`config.mk`:
```
export PLATFORM = sky130hd
export DESIGN_NAME = dtslp_ctrl
export DESIGN_NICKNAME = d
export VERILOG_FILES = /design/src/hdl/dtslp_pkg.sv /design/src/hdl/dtslp_ctrl.sv
export SDC_FILE = /design/constraint.sdc
export NUM_CORES = 1
export LEC_CHECK = 0
export BUFFER_PORTS_ARGS = -buffer_cell sky130_fd_sc_hd__buf_2
export CORE_AREA = 10 10 47 49
export DETAILED_ROUTE_END_ITERATION = 10
export DIE_AREA = 0 0 57 59
export HOLD_SLACK_MARGIN = 0.05
export PLACE_DENSITY_LB_ADDON = 0.3
export SLEW_MARGIN = 20
export SYNTH_ARGS = -nofsm -noshare
export SYNTH_HDL_FRONTEND = slang
export SYNTH_SLANG_ARGS = --single-unit
```
`constraint.sdc`:
```
create_clock -name i_clk -period 1.65 [get_ports i_clk]
set_input_delay 0.2475 -clock i_clk [delete_from_list [all_inputs] [get_ports i_clk]]
set_output_delay 0.2475 -clock i_clk [all_outputs]
set_load 0.1 [all_outputs]
```
`src/hdl/dtslp_pkg.sv`:
```
// Package for the DAG topological sort and longest path core.
// Holds shared sizes, the controller/datapath command and status structs.
// No dependencies.
package dtslp_pkg;

    localparam int MaxVertices = 32;
    localparam int MaxEdges    = 256;
    localparam int StackDepth  = MaxVertices + MaxEdges;
    localparam int VW          = 5;
    localparam int EAW         = 8;
    localparam int ECW         = 9;
    localparam int SAW         = 9;

    localparam logic OP_ADD = 1'b0;
    localparam logic OP_RUN = 1'b1;

    localparam logic KIND_ORDER = 1'b0;
    localparam logic KIND_PATH  = 1'b1;

    // Datapath operation selected by the controller.
    typedef enum logic [3:0] {
        DP_NOP,
        DP_ADD_EDGE,
        DP_INIT,
        DP_PUSH_INIT,
        DP_TOP_READ,
        DP_TOP_EVAL,
        DP_SCAN_PUSH,
        DP_LEN_INIT,
        DP_LEN_SCAN,
        DP_LEN_STORE,
        DP_BEST_SCAN,
        DP_TRAIL_STEP,
        DP_EMIT,
        DP_FINISH
    } t_dp_op;

    typedef struct packed {
        t_dp_op op;
    } t_cmd;

    typedef struct packed {
        logic init_done;
        logic stack_empty;
        logic top_saved;
        logic scan_done;
        logic len_done;
        logic best_done;
        logic trail_done;
        logic emit_done;
    } t_status;

endpackage

```
`src/hdl/dtslp_ctrl.sv`:
```
// Controller state machine for the DAG topological sort and longest path core.
// Depends on dtslp_pkg.
module dtslp_ctrl import dtslp_pkg::*; (
    input  logic    i_clk,
    input  logic    i_rst_n,
    input  logic    i_in_valid,
    input  logic    i_op,
    input  logic    i_emit_busy,
    input  t_status i_status,
    output logic    o_in_stall,
    output t_cmd    o_cmd
);

    typedef enum logic [3:0] {
        S_IDLE,
        S_PUSH,
        S_READ,
        S_EVAL,
        S_SCAN,
        S_LINIT,
        S_LSCAN,
        S_LSTORE,
        S_BEST,
        S_TRAIL,
        S_EMIT
    } t_state;

    t_state r_state, n_state;
    t_dp_op w_op;

    // Next state and the command for the datapath.
    always_comb begin
        n_state = r_state;
        w_op    = DP_NOP;
        case (r_state)
            S_IDLE: begin
                if (i_in_valid && !i_emit_busy) begin
                    if (i_op == OP_ADD) begin
                        w_op = DP_ADD_EDGE;
                    end else begin
                        w_op    = DP_INIT;
                        n_state = S_PUSH;
                    end
                end
            end
            S_PUSH: begin
                w_op = DP_PUSH_INIT;
                if (i_status.init_done) n_state = S_READ;
            end
            S_READ: begin
                if (i_status.stack_empty) begin
                    n_state = S_LINIT;
                end else begin
                    w_op    = DP_TOP_READ;
                    n_state = S_EVAL;
                end
            end
            S_EVAL: begin
                w_op = DP_TOP_EVAL;
                if (i_status.top_saved) n_state = S_READ;
                else n_state = S_SCAN;
            end
            S_SCAN: begin
                w_op = DP_SCAN_PUSH;
                if (i_status.scan_done) n_state = S_READ;
            end
            S_LINIT: begin
                w_op = DP_LEN_INIT;
                if (i_status.len_done) n_state = S_BEST;
                else n_state = S_LSCAN;
            end
            S_LSCAN: begin
                w_op = DP_LEN_SCAN;
                if (i_status.scan_done) n_state = S_LSTORE;
            end
            S_LSTORE: begin
                w_op    = DP_LEN_STORE;
                n_state = S_LINIT;
            end
            S_BEST: begin
                w_op = DP_BEST_SCAN;
                if (i_status.best_done) n_state = S_TRAIL;
            end
            S_TRAIL: begin
                w_op = DP_TRAIL_STEP;
                if (i_status.trail_done) n_state = S_EMIT;
            end
            S_EMIT: begin
                if (i_status.emit_done) begin
                    w_op    = DP_FINISH;
                    n_state = S_IDLE;
                end else if (!i_emit_busy) begin
                    w_op = DP_EMIT;
                end
            end
            default: n_state = S_IDLE;
        endcase
    end

    // State register.
    always_ff @(posedge i_clk) begin
        if (!i_rst_n) begin
            r_state <= S_IDLE;
        end else begin
            r_state <= n_state;
        end
    end

    assign o_in_stall = (r_state != S_IDLE) || i_emit_busy;
    assign o_cmd.op   = w_op;

endmodule

```
==> results of run 1 <==
## layer usage
metal  GRT usage [%]  routed length (um)
met5               0                   0
met4            4.03                  17
met3            1.93                  44
met2            18.1                 913
met1            11.3                 718
## worst min-delay path, cell delays in order
cell and delay, ns:
buf_2 0.12, nand2_1 0.06, mux2i_1 0.06
## stage by stage
stage               total power, mW  worst slack (ns)  hold slack (ns)  TNS, ns  util, %
floorplan                      1.03            -0.149            0.393   -0.149        -
global placement               1.30            0.0773            0.543        0     54.9
detailed placement             1.32            0.0633            0.552        0     54.9
CTS                            1.56           -0.0450            0.301  -0.0610     61.5
global route                   1.69           -0.0692            0.310   -0.162     63.7
finish                         1.61           -0.0247            0.303  -0.0362     63.7
## path summary, 6_finish.rpt
kind / cells past startpoint / to / slack, ns / startpoint
worst max-delay path: 5 / o_cmd[0] / -0.02 / r_state[1]$_SDFFE_PN0P_
worst max register to register: 6 / r_state[0]$_SDFFE_PN0P_ / 0 / r_state[1]$_SDFFE_PN0P_
worst min-delay path: 3 / r_state[1]$_SDFFE_PN0P_ / 0.30 / i_rst_n
worst min register to register: 3 / r_state[3]$_SDFFE_PN0P_ / 0.64 / r_state[0]$_SDFFE_PN0P_
## synth_stat cells (2+ instances only)
cell type,count,share of area [%]
nand2b_1,5,6.2
o21ai_1,4,4.0
clkbuf_1,2,1.5
dfxtp_1,4,16
or4b_1,2,4.0
buf_2,2,2.0
buf_6,2,4.5
a21o_1,2,3.0
o21ai_0,3,3.0
nor3_1,2,2.0
nor2_1,2,1.5
nand2_1,2,1.5
a21oi_1,7,6.9
inv_1,3,2.2
nor2b_1,4,5.0
## power by group through the flow
stage	sequential (mW)	combinational (mW)	clock (mW)
floorplan	0.132	0.901	0
global placement	0.159	1.14	0
detailed placement	0.160	1.16	0
CTS	0.171	1.28	0.119
global route	0.173	1.39	0.129
finish	0.169	1.32	0.120
## timing repair
item | CTS | global route
resized for setup | 15 | 4
setup endpoints to repair | 5 | 6
buffers inserted | 3 | 2
pin swaps | 2 | 3
endpoints found under the hold margin | 0 | 0
## final cells by class
cell class	count	area share, %
multi-input combinational	51	52.4
timing repair buffer	31	31.5
sequential	4	10.1
clock buffer	3	2.52
tap	16	2.24
inverter	3	1.26
## logic make-up after synthesis
| logic type | count (synthesis) | synth area share, % |
|---|---|---|
| AO/OA/AOI/OAI | 24 | 36.7 |
| multiplexers | 2 | 4.22 |
| AND/OR/NAND/NOR | 25 | 33.0 |
| buffers and inverters | 9 | 10.2 |
| flip-flops | 4 | 15.9 |
## cell usage in the layout (no fill, tap or decap), types with 2 or more instances in the layout
master and count:
or4b_1 2, buf_4 12, nand2b_1 3, buf_2 12, a21o_1 2, buf_12 6
nor2b_1 3, nand2_1 2, o21ai_0 3, inv_1 3, dfxtp_2 2, dfxtp_4 2
clkbuf_4 3, o21ai_4 3, a21oi_1 6, nor2_2 2, nand2b_4 2
==> impl_results.md, run 1 <==
* Gr usage total at 10.1%
* Max VDD drop at 1.19 mV
* CP Capture Type: primary output
* Rows at 14
* Num CTS Buffers at 3
* RD Place Congestion at 0.803
* Buffer and inverter count on the worst path at 2
* Hold Path Class: in -> reg
* Syn-to-layout area delta at 77.2%
* Vias after detailed routing at 597
* Critical path's slowest cell: dfxtp_4
* Kind of cell adding the most delay to the critical path: flip-flops
* I/O pin cnt at 18
* Fraction of registers with async set/reset at 0%
* Combinational Power Share at 82.1%
* Fin nets at 107
* Min Tclk post-route at 1.67 ns
* Seq pwr share at 10.5%
* WS Path Type: reg -> out
* Initial antenna violation count at 0
* Unique masters post-synth at 33
* Initial Util at 36.0%
* Post-synthesis register bit count at 4
* Non-filler cells, final at 108
* Chip height at 59 um
* Number of flip-flops in the largest register at 4
* Skew final at 0.00342 ns
* CTS Root Buffer Type: clkbuf_4
* Register area share after synthesis at 15.9%
* Power Density at 1810 nW/um2
* CTS tree: built
* Final WL at 1.69 mm
* Failing checks: setup timing
* Core area at 1400 um2
* Worst-Skew Late Latency at 0.23 ns
* Cells after synthesis at 64
* Fmax at 0.597 GHz
* Post-DR vias/cell at 5.53
* 1st-pass router iterations at 4
* CTS Hold Buffers Added at 0
* Top reg by flops: r_state
* H-tree Lvls at 1
* Clock Path Buffers at 2
* Placed standard-cell area at 769 um2
* Leakage power at 0.383 nW
* Floorplan die width at 57 um
* CP arrival at 1.43 ns
* Share of layout cells above drive strength 1 at 60.9%
* FF/Latch Area at 90.1 um2
* Worst Tran Pin Value at 0.232 ns
* Iteration-0 DRC Markers at 8
* Syn. warnings at 0
* Switching Power at 0.802 mW
* First-pass GRT wire length at 2.85 mm
* Setup crit start kind: flop
* Final-layout fill cell count at 129
* DP Cell Count at 100
* Clk network pwr share at 7.4%
* CP max stage delay at 0.35 ns
* Status: finished, violations left
* Die area at 3360 um2
* Avg Cell Area, Syn at 7.88 um2
* Layout Cell Area excl Fill at 893 um2
* Post-route setup slack at -0.0247 ns
* Final setup fails at 2
* Required time of the critical path at 1.40 ns
* Vias in the first global route at 643
* Net switching fraction of the power at 49.7%
* Final ANT Viol Nets at 0
* Largest net degree at the start of global routing at 15
* PortBufs at 17
* Highest fanout seen on the critical path at 6
* Slew Viols, Final at 0
* Largest regs: r_state x4
* RSZ-0062 raised after global routing: true
* Final hold violation count at 0
* Crit path cell chain: buf_6 -> or2b_1 -> a21o_1 -> o21ai_4 -> buf_12
* Post-synth EDFFs at 0
* Average routed wire per standard cell at 15.7 um
* Worst rel slew slack at 84.5%
* Clk sink count at 4
* Internal power at 0.811 mW
* Mapped cell area at 504 um2
* Area of the multi-input gates at 468 um2
* Mapped Nets at 77
* Final HPWL DP at 1.28 mm
* Gr ovfl total at 0
* Max cap viols at 0
* Remaining DRCs at 0
* Main synth FF type: dfxtp_1
* Final period utilization at 101%
* Clock-pin transition on the worst setup and hold timing paths at 0.04 ns
* Antenna cells at 0
No activity file was read; power rests on OpenSTA's default activity.
==> inputs of run 2 (changes only) <==
ABC_AREA = 1   (was default)
==> run 2 against run 1 <==
- the flow still finishes with violations (setup timing)
- worst setup slack worse by 0.053 ns
- die area stayed put
- via count is 18% higher
- critical path type unchanged
- critical endpoint unchanged
- largest cell class unchanged
==> impl_results.md, run 2 <==
* Status: finished, violations left
* Failing checks: setup timing
* Final setup fails at 3 (+1)
* Vias in the first global route at 644 (+0.16%)
* Setup crit end: o_cmd[0]
* Placed standard-cell area at 748 um2 (-2.8%)
* Top-count cell post-synth: nand2_1
* Worst Tran Pin Value at 0.303 ns (+0.0714 ns)
* Fmax at 0.579 GHz (-3.1%)
* Clock-pin transition on the worst setup and hold timing paths at 0.04 ns (about the same)
* Final hold violation count at 0 (unchanged)
* Chip height at 59 um (unchanged)
* Iteration-0 DRC Markers at 25 (+17)
* CP max stage delay at 0.36 ns (about the same)
* Vias after detailed routing at 707 (+18%)
* Startpoint of the worst register-to-register path: r_state[0]$_SDFFE_PN0P_
* Layout Cell Area excl Fill at 867 um2 (-2.9%)
* Syn-to-layout area delta at 68.2%
* Reg2Reg Setup Slack at 0.34 ns (+0.34 ns)
* R2R cell count at 10 (+4)
* Max cap viols at 0 (unchanged)
* Critical path's slowest cell: dfxtp_4
* Skew final at 0.00302 ns (-0.000395 ns)
* Fraction of registers with async set/reset at 0% (unchanged)
* Min Tclk post-route at 1.73 ns (+0.0528 ns)
* Required time of the critical path at 1.40 ns (about the same)
* Synth area leaders: nand2_1, dfxtp_1, inv_1, nand3_1, nor2_1
* Area share of the largest cell type after synthesis at 23.3% (+7.4 points)
* Cells after synthesis at 99 (+55%)
* Final HPWL DP at 1.28 mm (about the same)
* Unique masters post-synth at 20 (-39%)
* Final ANT Viol Nets at 0 (unchanged)
* Fin nets at 139 (+30%)
* Clock Path Buffers at 2 (unchanged)
* Mapped cell area at 515 um2 (+2.2%)
* Gr usage total at 10.0% (-0.082 points)
* Final WL at 1.72 mm (+1.4%)
* Setup tns final at -0.110 ns (-0.0740 ns)
* Crit path cell chain: buf_6 -> nor3_4 -> nand2_1 -> o211ai_1 -> buf_12
* Hold Path Class: in -> reg
* Power Density at 1940 nW/um2 (+7.5%)
* H-tree Lvls at 1 (unchanged)
* Antenna cells at 0 (unchanged)
* Num CTS Buffers at 3 (unchanged)
* Post-synth top cells: nand2_1, inv_1, nor2_1, nand3_1
* Leakage power at 0.466 nW (+22%)
* Avg Cell Area, Syn at 5.21 um2 (-34%)
* WS Path Type: reg -> out
* Worst-Skew Late Latency at 0.23 ns (about the same)
* Largest regs: r_state x4
* Remaining DRCs at 0 (unchanged)
* CP Capture Type: primary output
* Post-DR vias/cell at 5.01 (-9.3%)
* PortBufs at 17 (unchanged)
* Highest fanout seen on the critical path at 4 (-2)
* Mapped Nets at 112 (+45%)
* GR Util met3 at 2.79% (+0.86 points)
* Final-layout fill cell count at 130 (+0.78%)
* 1st-pass router iterations at 5 (+1)
* I/O pin cnt at 18 (unchanged)
* CTS Root Buffer Type: clkbuf_4
* Worst setup path startpoint: r_state[0]$_SDFFE_PN0P_
* Register area share after synthesis at 15.5% (-0.35 points)
* Most used routing layer: met2
* Initial Util at 36.8% (+0.80 points)
* Rows at 14 (unchanged)
* Total Power at 1.68 mW (+4.3%)
* Commonest non-fill, non-tap cell in the layout: nand2_1
* CTS Hold Buffers Added at 0 (unchanged)
* GR Util met2 at 18.1% (unchanged)
* RD Place Congestion at 0.801 (-0.20%)
* Core area at 1400 um2 (unchanged)
* Layout Utilization at 61.9% (-1.9 points)
* Post-synthesis register bit count at 4 (unchanged)
* CP arrival at 1.48 ns (+0.05 ns)
* Number of flip-flops in the largest register at 4 (unchanged)
* Final period utilization at 105% (+3.2 points)
* Syn. warnings at 0 (unchanged)
* Most frequent cells in the layout: nand2_1, inv_1, buf_2
* RSZ-0062 raised after global routing: true
* Slew Viols, Final at 0 (unchanged)
* Gr ovfl total at 0 (unchanged)
* Max VDD drop at 0.935 mV (-21%)
* Worst rel slew slack at 79.8% (-4.7 points)
* CTS tree: built
* GR Layer Usage met1 at 11.0% (-0.36 points)
* Clk sink count at 4 (unchanged)
* Setup crit start kind: flop
* Top reg by flops: r_state
* First-pass GRT wire length at 2.85 mm (unchanged)
* Die area at 3360 um2 (unchanged)
* Initial antenna violation count at 0 (unchanged)
* Reg-to-reg endpoint: r_state[1]$_SDFFE_PN0P_
* Post-route setup slack at -0.0775 ns (-0.0528 ns)
* Main synth FF type: dfxtp_1
* Post-synth EDFFs at 0 (unchanged)
* Share of layout cells above drive strength 1 at 41.6% (-19 points)
* Average routed wire per standard cell at 12.2 um (-22%)
* Floorplan die width at 57 um (unchanged)
* Leading area contributor after synthesis: nand2_1
* Largest net degree at the start of global routing at 7 (-8)
==> run 2: changes by cell type after synthesis, sizes merged, moves of 3 or more <==
| cell | delta |
|---|---|
| a21oi | -4 |
| inv | +16 |
| nand2 | +31 |
| nand2b | -5 |
| nand3 | +11 |
| nand4 | +3 |
| nor2 | +14 |
| nor2b | -4 |
| o21ai | -5 |
==> run 2: how the worst min path moves through the flow <==
stage             from                 endpoint  slack, ns  cells past startpoint
2_1_floorplan  i_rst_n  r_state[3]$_SDFFE_PN0P_       0.36                      2
3_3_place_gp   i_rst_n  r_state[3]$_SDFFE_PN0P_       0.50                      3
3_5_place_dp   i_rst_n  r_state[1]$_SDFFE_PN0P_       0.51                      3
4_1_cts        i_rst_n  r_state[1]$_SDFFE_PN0P_       0.25                      3
5_1_grt        i_rst_n  r_state[1]$_SDFFE_PN0P_       0.26                      3
6_report       i_rst_n  r_state[1]$_SDFFE_PN0P_       0.26                      3
==> run 2: layout make-up <==
cell class,instances,area [um2],share of cell area (%)
well taps,16,20.0,2.31
multi-input cells,74,417,48.1
flip-flops and latches,4,95.1,11.0
inverters,19,83.8,9.67
clock buffers,4,26.3,3.03
repair buffers,24,225,26.0
==> run 2: metal layers <==
layer	up-vias	wire length, um
li1	366	-
met1	315	737
met2	24	887
met3	2	75
met4	0	17
met5	-	0
==> run 2: cell families (layout without fill, tap and decap cells) <==
group / Yosys count / count (layout) / synth area share (%)
AO/OA/AOI/OAI: 9 / 9 / 10.7
buffers and inverters: 21 / 47 / 17.2
flip-flops: 4 / 4 / 15.5
AND/OR/NAND/NOR: 65 / 65 / 56.6
==> run 2: repair_timing <==
action | in CTS | in global routing
gates resized for setup | 12 | 6
setup buffers | 3 | 1
endpoints found under the setup margin | 4 | 4
pin swaps | 6 | 3
==> run 2: metrics by stage <==
| step | hold slack (ns) | worst slack [ns] | std cells |
|---|---|---|---|
| after floorplan | 0.361 | -0.817 | 99 |
| after global placement | 0.500 | 0.142 | 133 |
| after detailed placement | 0.507 | 0.131 | 133 |
| after CTS | 0.253 | -0.0564 | 140 |
| after global routing | 0.256 | -0.155 | 141 |
| final | 0.257 | -0.0775 | 141 |
==> run 2: where the power goes <==
part	internal (mW)	switching, mW	leakage (nW)
clock network	0.0910	0.0434	0.0150
logic	0.506	0.852	0.416
registers	0.140	0.0508	0.0356
==> run 2: critical path, delay by kind of cell, from the launching register on <==
kind,cells,cell delay [ns]
DFF,1,0.36
and+or+nand+nor,2,0.29
AOI/OAI and AO/OA,1,0.25
buffers and inverters,2,0.33
